## src/rtl/core/ptw_pkg.sv

```systemverilog
// Package for the four-level page-table walker.
// Holds the item types, result and command codes and index helpers.
// No dependencies.
`timescale 1ns / 1ps
`default_nettype none

package ptw_pkg;

  localparam int unsigned VaW    = 48;
  localparam int unsigned EntryW = 64;
  localparam int unsigned AddrW  = 64;
  localparam int unsigned RootW  = 52;

  typedef enum logic {
    CMD_TRANSLATE = 1'b0,
    CMD_ENTRY     = 1'b1
  } command_e;

  typedef enum logic [1:0] {
    KIND_READ  = 2'd0,
    KIND_DONE  = 2'd1,
    KIND_FAULT = 2'd2
  } result_kind_e;

  typedef enum logic [1:0] {
    LVL_ONE   = 2'd0,
    LVL_TWO   = 2'd1,
    LVL_THREE = 2'd2,
    LVL_FOUR  = 2'd3
  } walk_level_e;

  localparam int unsigned BitPresent = 0;
  localparam int unsigned BitLarge   = 7;

  typedef struct packed {
    command_e           command;
    logic [VaW-1:0]     virtual_address;
    logic [EntryW-1:0]  entry_data;
  } in_item_t;

  typedef struct packed {
    result_kind_e       result_kind;
    logic [AddrW-1:0]   result_address;
    logic               large_page;
  } res_item_t;

  // 9-bit table index of the virtual address at a level
  function automatic logic [8:0] level_index(logic [VaW-1:0] va, walk_level_e lvl);
    logic [8:0] idx;
    begin
      unique case (lvl)
        LVL_ONE:   idx = va[47:39];
        LVL_TWO:   idx = va[38:30];
        LVL_THREE: idx = va[29:21];
        LVL_FOUR:  idx = va[20:12];
        default:   idx = va[20:12];
      endcase
      return idx;
    end
  endfunction

endpackage

`default_nettype wire

```

## src/rtl/core/four_level_page_table_walker_top.sv

```systemverilog
// Four-level page-table walker top level.
// Throughput: one item per cycle while out_stall_i is low; the step logic sits
// between the input register and the result register, walk state updates as each item passes.
// Reset: asynchronous active low; walker idle, root base zero, both regs empty.
// Depends on ptw_pkg, ptw_in_reg, ptw_walk, ptw_out_reg.
`timescale 1ns / 1ps
`default_nettype none

module four_level_page_table_walker_top
  import ptw_pkg::*;
(
  input  wire logic              clk_i,
  input  wire logic              rst_ni,
  input  wire logic              cfg_we_i,
  input  wire logic [RootW-1:0]  cfg_wdata_i,
  input  wire logic              in_valid_i,
  output logic                   in_stall_o,
  input  wire logic              command_i,
  input  wire logic [VaW-1:0]    virtual_address_i,
  input  wire logic [EntryW-1:0] entry_data_i,
  output logic                   out_valid_o,
  input  wire logic              out_stall_i,
  output logic [1:0]             result_kind_o,
  output logic [AddrW-1:0]       result_address_o,
  output logic                   large_page_o
);

  in_item_t  in_item, s1_item;
  logic      s1_valid, out_ready, adv, res_valid;
  res_item_t res, out_res;

  assign in_item = '{command: command_e'(command_i),
                     virtual_address: virtual_address_i,
                     entry_data: entry_data_i};

  assign adv = s1_valid & out_ready;

  ptw_in_reg u_in_reg (
    .clk_i      (clk_i),
    .rst_ni     (rst_ni),
    .in_valid_i (in_valid_i),
    .in_item_i  (in_item),
    .adv_i      (adv),
    .in_stall_o (in_stall_o),
    .s1_valid_o (s1_valid),
    .s1_item_o  (s1_item)
  );

  ptw_walk u_walk (
    .clk_i       (clk_i),
    .rst_ni      (rst_ni),
    .cfg_we_i    (cfg_we_i),
    .cfg_wdata_i (cfg_wdata_i),
    .fire_i      (adv),
    .item_i      (s1_item),
    .res_valid_o (res_valid),
    .res_o       (res)
  );

  ptw_out_reg u_out_reg (
    .clk_i       (clk_i),
    .rst_ni      (rst_ni),
    .load_i      (adv & res_valid),
    .res_i       (res),
    .out_stall_i (out_stall_i),
    .ready_o     (out_ready),
    .out_valid_o (out_valid_o),
    .res_o       (out_res)
  );

  assign result_kind_o    = out_res.result_kind;
  assign result_address_o = out_res.result_address;
  assign large_page_o     = out_res.large_page;

endmodule

`default_nettype wire

```

## src/rtl/core/ptw_in_reg.sv

```systemverilog
// Input register of the walker: captures one item per cycle unless stalled.
// Depends on ptw_pkg.
`timescale 1ns / 1ps
`default_nettype none

module ptw_in_reg
  import ptw_pkg::*;
(
  input  wire logic     clk_i,
  input  wire logic     rst_ni,
  input  wire logic     in_valid_i,
  input  wire in_item_t in_item_i,
  input  wire logic     adv_i,
  output logic          in_stall_o,
  output logic          s1_valid_o,
  output in_item_t      s1_item_o
);

  logic     valid_q, valid_d;
  in_item_t item_q;
  logic     accept;

  assign in_stall_o = valid_q & ~adv_i;
  assign accept     = in_valid_i & ~in_stall_o;

  always_comb begin
    valid_d = valid_q;
    if (accept) begin
      valid_d = 1'b1;
    end else if (adv_i) begin
      valid_d = 1'b0;
    end
  end

  always_ff @(posedge clk_i or negedge rst_ni) begin
    if (!rst_ni) begin
      valid_q <= 1'b0;
    end else begin
      valid_q <= valid_d;
    end
  end

  always_ff @(posedge clk_i) begin
    if (accept) begin
      item_q <= in_item_i;
    end
  end

  assign s1_valid_o = valid_q;
  assign s1_item_o  = item_q;

endmodule

`default_nettype wire

```

## src/rtl/core/ptw_walk.sv

```systemverilog
// Walk state, root base register and the per-item step logic.
// Depends on ptw_pkg.
`timescale 1ns / 1ps
`default_nettype none

module ptw_walk
  import ptw_pkg::*;
(
  input  wire logic             clk_i,
  input  wire logic             rst_ni,
  input  wire logic             cfg_we_i,
  input  wire logic [RootW-1:0] cfg_wdata_i,
  input  wire logic             fire_i,
  input  wire in_item_t         item_i,
  output logic                  res_valid_o,
  output res_item_t             res_o
);

  logic [RootW-1:0] root_q;
  logic             active_q, active_d;
  walk_level_e      level_q, level_d;
  logic [VaW-1:0]   va_q, va_d;
  walk_level_e      lvl_next;

  always_comb begin
    active_d    = active_q;
    level_d     = level_q;
    va_d        = va_q;
    res_valid_o = 1'b0;
    res_o       = '{result_kind: KIND_READ, result_address: '0, large_page: 1'b0};
    lvl_next    = walk_level_e'(level_q + 2'd1);
    if (item_i.command == CMD_TRANSLATE) begin
      va_d        = item_i.virtual_address;
      active_d    = 1'b1;
      level_d     = LVL_ONE;
      res_valid_o = 1'b1;
      res_o.result_address = {12'b0, root_q[51:12],
                              level_index(item_i.virtual_address, LVL_ONE), 3'b000};
    end else if (active_q) begin
      res_valid_o = 1'b1;
      if (level_q == LVL_FOUR) begin
        active_d             = 1'b0;
        level_d              = LVL_ONE;
        res_o.result_kind    = KIND_DONE;
        res_o.result_address = {12'b0, item_i.entry_data[51:12], va_q[11:0]};
      end else if (!item_i.entry_data[BitPresent]) begin
        active_d          = 1'b0;
        level_d           = LVL_ONE;
        res_o.result_kind = KIND_FAULT;
      end else if (level_q == LVL_THREE && item_i.entry_data[BitLarge]) begin
        active_d             = 1'b0;
        level_d              = LVL_ONE;
        res_o.result_kind    = KIND_DONE;
        res_o.result_address = {12'b0, item_i.entry_data[51:21], va_q[20:0]};
        res_o.large_page     = 1'b1;
      end else begin
        level_d              = lvl_next;
        res_o.result_address = {12'b0, item_i.entry_data[51:12],
                                level_index(va_q, lvl_next), 3'b000};
      end
    end
  end

  always_ff @(posedge clk_i or negedge rst_ni) begin
    if (!rst_ni) begin
      root_q   <= '0;
      active_q <= 1'b0;
      level_q  <= LVL_ONE;
      va_q     <= '0;
    end else begin
      if (cfg_we_i) begin
        root_q <= cfg_wdata_i;
      end
      if (fire_i) begin
        active_q <= active_d;
        level_q  <= level_d;
        va_q     <= va_d;
      end
    end
  end

endmodule

`default_nettype wire

```

## src/rtl/core/ptw_out_reg.sv

```systemverilog
// Result register of the walker with valid/stall handshake.
// Depends on ptw_pkg.
`timescale 1ns / 1ps
`default_nettype none

module ptw_out_reg
  import ptw_pkg::*;
(
  input  wire logic      clk_i,
  input  wire logic      rst_ni,
  input  wire logic      load_i,
  input  wire res_item_t res_i,
  input  wire logic      out_stall_i,
  output logic           ready_o,
  output logic           out_valid_o,
  output res_item_t      res_o
);

  logic      valid_q, valid_d;
  res_item_t res_q;

  assign ready_o = ~valid_q | ~out_stall_i;

  always_comb begin
    valid_d = valid_q;
    if (load_i) begin
      valid_d = 1'b1;
    end else if (valid_q && !out_stall_i) begin
      valid_d = 1'b0;
    end
  end

  always_ff @(posedge clk_i or negedge rst_ni) begin
    if (!rst_ni) begin
      valid_q <= 1'b0;
    end else begin
      valid_q <= valid_d;
    end
  end

  always_ff @(posedge clk_i) begin
    if (load_i) begin
      res_q <= res_i;
    end
  end

  assign out_valid_o = valid_q;
  assign res_o       = res_q;

endmodule

`default_nettype wire
```

## config.mk

```make
export PLATFORM = sky130hd
export DESIGN_NAME = four_level_page_table_walker_top
export DESIGN_NICKNAME = d
export VERILOG_FILES = /design/src/rtl/core/ptw_pkg.sv /design/src/rtl/core/four_level_page_table_walker_top.sv /design/src/rtl/core/ptw_in_reg.sv /design/src/rtl/core/ptw_walk.sv /design/src/rtl/core/ptw_out_reg.sv
export SDC_FILE = /design/constraint.sdc
export NUM_CORES = 1
export LEC_CHECK = 0
export ABC_CLOCK_PERIOD_IN_PS = 4400
export CORE_MARGIN = 2
export CORE_UTILIZATION = 40
export DETAILED_ROUTE_END_ITERATION = 12
export DONT_BUFFER_PORTS = 1
export PLACE_DENSITY = 0.55
export SYNTH_ARGS = -nofsm -noshare
export SYNTH_HDL_FRONTEND = slang
export SYNTH_SLANG_ARGS = --single-unit
```

## constraint.sdc

```tcl
create_clock -name clk_i -period 4.4 [get_ports clk_i]
set_input_delay 0.66 -clock clk_i [delete_from_list [all_inputs] [get_ports clk_i]]
set_output_delay 0.66 -clock clk_i [all_outputs]
set_load 0.01 [all_outputs]
```

# [Word-level counts from Yosys, hierarchy flattened]
# Cells that the tools add are included.
[totals] regBits=273 in_bits=170 out_inout_bits=69 wordCells=71
[classes] addsub=1 n_eq_ne=6 muxes=26 n_bitwise=12 reduce_logical=11
[op_table] operator="53-bit two-way mux" count=2
[op_table] operator="65-bit two-way mux" count=1
[op_table] operator="52-bit two-way mux" count=1
[op_table] operator="9-bit case mux with 4 select lines" count=1
[op_table] operator="21-bit two-way mux" count=1
[op_table] operator="1-bit two-way mux" count=14
[op_table] operator="2-bit two-way mux" count=6
[op_table] operator="2-bit == test, second input constant" count=4
[op_table] operator="1-bit NOT" count=7
[op_table] operator="2-bit AND reduction" count=3
[op_table] operator="1-bit bitwise AND" count=4
[op_table] operator="2-bit nonzero test" count=2
[op_table] operator="4-bit OR reduction" count=1
[op_table] operator="3-bit OR reduction" count=1
[op_table] operator="2-bit by 1-bit adder with 2-bit output, second input constant" count=1
[op_table] operator="2-bit by 1-bit == test with 1-bit output, second input constant" count=1
[op_table] operator="1-bit logical AND" count=2
[op_table] operator="2-bit zero test" count=1
[op_table] operator="2-bit by 1-bit inequality test with 1-bit output, second input constant" count=1
[op_table] operator="1-bit zero test" count=1
[op_table] operator="1-bit bitwise OR" count=1

# [Logic depth before layout (Yosys ltp)]
[logic_depth] depth_word=8 depth_mapped=5

# [Hierarchy]
# Synthesis repeated with hierarchy kept, for this count alone.
[unflattened] cells_unflattened=504 hier_area_um2=9621.7
[by_module_without_submodules] mod="ptw_walk" instances=1 cells_each=314 area_each_um2=4110.2 seq_area_each_um2=2052.0
[by_module_without_submodules] mod="ptw_in_reg" instances=1 cells_each=118 area_each_um2=3450.8 seq_area_each_um2=3418.3
[by_module_without_submodules] mod="ptw_out_reg" instances=1 cells_each=70 area_each_um2=2048.2 seq_area_each_um2=2037.0
[by_module_without_submodules] mod="four_level_page_table_walker_top" instances=1 cells_each=2 area_each_um2=12.5 seq_area_each_um2=0.0

# [Least setup slack after synthesis]
# OpenSTA, ideal clock, no wires.
[synth_timing] path_kind="in2reg" from="input out_stall_i" to="register u_in_reg.item_q, in the netlist u_in_reg.s1_item_o[0] (enable)" setup_ps=460 arrival_ps=2882 required_time_ps=3940 setup_slack_ps=1058 path_stages=2 path_cell_list="nand3_1 -> and2_1"
[synth_via] elab_chain_cells=7
[synth_rtl] element="start, declared" line_no="four_level_page_table_walker_top.sv:22" source="input wire logic out_stall_i,"
[synth_rtl] element="1-bit NOT" line_no="ptw_out_reg.sv:22" source="assign ready_o = ~valid_q | ~out_stall_i;"
[synth_rtl] element="1-bit bitwise OR" line_no="ptw_out_reg.sv:22"
[synth_rtl] element="1-bit bitwise AND" line_no="four_level_page_table_walker_top.sv:36" source="assign adv = s1_valid & out_ready;"
[synth_rtl] element="1-bit NOT" line_no="ptw_in_reg.sv:23" source="assign in_stall_o = valid_q & ~adv_i;"
[synth_rtl] element="1-bit bitwise AND" line_no="ptw_in_reg.sv:23"
[synth_rtl] element="1-bit NOT" line_no="ptw_in_reg.sv:24" source="assign accept = in_valid_i & ~in_stall_o;"
[synth_rtl] element="1-bit bitwise AND" line_no="ptw_in_reg.sv:24"
[synth_rtl] element="named net u_in_reg.accept" line_no="ptw_in_reg.sv:21" source="logic accept;"
[synth_rtl] element="end signal, assigned" line_no="ptw_in_reg.sv:45" source="item_q <= in_item_i;"
[synth_rtl] element="end, declared" line_no="ptw_in_reg.sv:20" source="in_item_t item_q;"
# The timed path passes the listed nets, and every way through them passes these cells.
# A chain may end at the register's enable or synchronous reset.

# [Worst setup path after layout]
[layout_timing] from="register u_out_reg.valid_q (netlist: u_out_reg.out_valid_o)" to="register u_out_reg.res_q, in the netlist u_out_reg.res_o[43] (enable)"
[layout_via] elab_chain_cells=4
[layout_rtl] element="start, declared" line_no="ptw_out_reg.sv:19" source="logic valid_q, valid_d;"
[layout_rtl] element="start signal, assigned" line_no="ptw_out_reg.sv:37" source="valid_q <= valid_d;"
[layout_rtl] element="1-bit NOT" line_no="ptw_out_reg.sv:22"
[layout_rtl] element="1-bit bitwise OR" line_no="ptw_out_reg.sv:22"
[layout_rtl] element="1-bit bitwise AND" line_no="four_level_page_table_walker_top.sv:36"
[layout_rtl] element="1-bit bitwise AND" line_no="four_level_page_table_walker_top.sv:63" source=".load_i (adv & res_valid),"
[layout_rtl] element="named net u_out_reg.load_i" line_no="ptw_out_reg.sv:11" source="input wire logic load_i,"
[layout_rtl] element="end signal, assigned" line_no="ptw_out_reg.sv:43" source="res_q <= res_i;"
[layout_rtl] element="end, declared" line_no="ptw_out_reg.sv:20" source="res_item_t res_q;"
# The timed path passes the listed nets, and every way through them passes these cells.

==> results_dict.tcl <==
set metrics [dict create \
    arrival_ns 2.50 \
    cts_sinks 230 \
    power.density_mw_per_mm2 549.6 \
    clk_path_buf_depth 3 \
    synth.avg_cell_area_um2 18.36 \
    dr.pass1.iters 4 \
    clk_latency_ns 0.51 \
    synth.top_cell.area_share_pct 50.71 \
    vdd_drop_max_mv 0.3524 \
    status "complete, no violations" \
    grt_start_max_net_pins 85 \
    routed_wl_mm 17.29 \
    antenna_found_initial 8 \
    rsz0062_at_grt "false" \
    min_period_ns 2.321 \
    synthCells 471 \
    grt_overflow_total 0 \
    synth_warnings 0 \
    rows 53 \
    final_util_pct 45.70 \
    synth_common_cells "edfxtp_1, dfrtp_1, mux2_2, a22o_1" \
    ys_ff_latch 230 \
    timing.max_slew.rel_slack_pct 26.67 \
    finClkSkew_ns 0.01372 \
    ys.flop_type "edfxtp_1" \
    timing.fmax_mhz 430.9 \
    grt.total_usage_pct 14.72 \
    place_congestion 0.6722 \
    portBuffers 0 \
    core_area_mm2 0.02109 \
    p_leak_nw 3.532 \
    start_util_pct 41.00 \
    drv_cap 0 \
    die_height_um 151.0 \
    worstHoldPathType "input pin to asynchronous set/reset pin" \
    yosysTopAreaCell "edfxtp_1" \
    maxSlewViolCount 0 \
    wire_per_inst_um 22.25 \
    detail-route-antenna-nets 0 \
    io-pin-count 239 \
    tns_ns 0 \
    drtIter0Drc 174 \
    async_reset_ff_share_pct 36.52 \
    cts_resized 0 \
    path_clk_slew_ns 0.06 \
    finalHoldViolCount 0 \
    synth_area_mm2 0.008646 \
    max_stage_delay_ns 0.77 \
    drive_gt1_share_pct 25.90 \
    yosysMostFrequentCell "edfxtp_1" \
    finalSetupViolCount 0 \
    cts_setup_buffers 0 \
    worst_pin_slew_ns 1.099 \
    hpwlAfterDp_mm 11.03 \
    grt_pass1_vias 4142 \
    start_kind "flop" \
    fillCellCount 1796 \
    cp_data_required_time_ns 4.58 \
    tritoncts "yes" \
    worst-path-max-fanout 28 \
    yosysSeqAreaShare_pct 75.02 \
    via_per_inst 5.261 \
    final_nets 650 \
    synth-edff-count 146 \
    areaGrowthSynthToFinish_pct 11.48 \
    rr_worst_depth 3 \
    endpoint_kind "flop" \
    vias 4088 \
    ys_types 39 \
    cts-root-buf "clkbuf_16" \
    cts_buffers 25 \
    synth_area_leaders "edfxtp_1, dfrtp_1, mux2_2" \
    die_w_um 151.0 \
    path_cells "a21boi_0, and2_2, buf_4" \
    criticalPathCategory "flop to flop" \
    fin_crit_sh_pct 52.74 \
    cts_max_level 1 \
    critical_path.slowest_cell "and2_2" \
    dieArea_mm2 0.02281 \
    grt_pass1_wl_mm 24.87 \
    drc 0 \
]
[repair_timing]
item                       in CTS  in global routing
hold endpoints to repair       84                  0
hold buffers                    1                  0
setup endpoints to repair       0                  0
[path summary, 6_finish.rpt]
check | startpoint | slack [ns] | to
max in group asynchronous | rst_ni | 3.96 | u_walk.va_q[24]
worst min-delay path | rst_ni | 0.07 | u_walk.root_q[27]
worst min register to register | u_in_reg.s1_item_o[70] | 0.48 | u_walk.va_q[6]
worst max-delay path | u_out_reg.out_valid_o | 2.08 | u_out_reg.res_o[43]
min in group clk_i | virtual_address_i[15] | 0.24 | u_in_reg.s1_item_o[79]
worst max register to register | u_out_reg.out_valid_o | 2.08 | u_out_reg.res_o[43]
[cell families after synthesis]
family                 share of synthesized area [%]
flip-flops                                     75.02
AO/OA/AOI/OAI                                  7.352
buffers and inverters                          3.097
multiplexers                                   11.33
AND/OR/NAND/NOR                                3.155
other                                        0.04337
[worst max-delay path: cells and delay by family, from the launching register on]
| kind | cells | cell delay, ns |
|---|---|---|
| AOI/OAI and AO/OA | 1 | 0.33 |
| buffers and inverters | 1 | 0.41 |
| DFF | 1 | 0.47 |
| and+or+nand+nor | 1 | 0.77 |
[registers in the layout (all words and copies together), names as in the netlist]
name	flops
u_out_reg.out_valid_o	1
u_walk.active_q	1
u_walk.root_q	40
u_in_reg.s1_item_o	91
u_out_reg.res_o	55
u_in_reg.s1_valid_o	1
u_walk.level_q	2
u_walk.va_q	39
[per-layer routing]
layer	track usage (%)	vias to the layer above	part of all wire [%]
li1	-	1829	-
met1	17.69	2051	40
met2	24.05	169	47
met3	6.717	33	10
met4	3.879	6	1.9
met5	0.9091	-	0.23
[cells in the final DEF, fill, tap and decap left out, drive strengths merged, types with 3 or more instances in the layout]
cell type  count
a221o         18
mux2i          9
clkbuf        33
a21oi          3
conb          12
inv            4
dfrtp         84
nor2b         17
diode          4
and2b          3
o2bb2ai        9
edfxtp       146
nand2          3
clkinv         9
a22o          32
and2           6
nand2b         3
mux2          79
buf            7
[area by class of cell]
| cell class | instances | area [µm²] | area share, % |
|---|---|---|---|
| sequential | 230 | 6486 | 67.30 |
| tap | 275 | 344.1 | 3.570 |
| inverter | 4 | 15.01 | 0.1558 |
| antenna | 4 | 10.01 | 0.1039 |
| clock buffer | 33 | 665.6 | 6.906 |
| clock inverter | 12 | 107.6 | 1.116 |
| multi-input combinational | 212 | 1937 | 20.10 |
| timing repair buffer | 7 | 72.57 | 0.7530 |
[per-stage QoR]
stage	cells	hold WS [ns]	total power, mW	cell area, µm²	setup WS (ns)
floorplan	482	0.3644	3.222	8687	1.058
global placement	727	0.3668	3.341	8827	1.919
detailed placement	727	0.3673	3.367	8827	1.898
CTS	773	0.07252	5.387	9628	2.017
global route	776	0.09691	5.518	9635	1.881
finish	777	0.06805	5.297	9638	2.080
[power by group]
part           internal, mW  switching [mW]
combinational         0.235           0.256
sequential             2.63           0.196
clock                  1.18           0.800
total                  4.04            1.25
No activity file was read; power rests on OpenSTA's default activity.
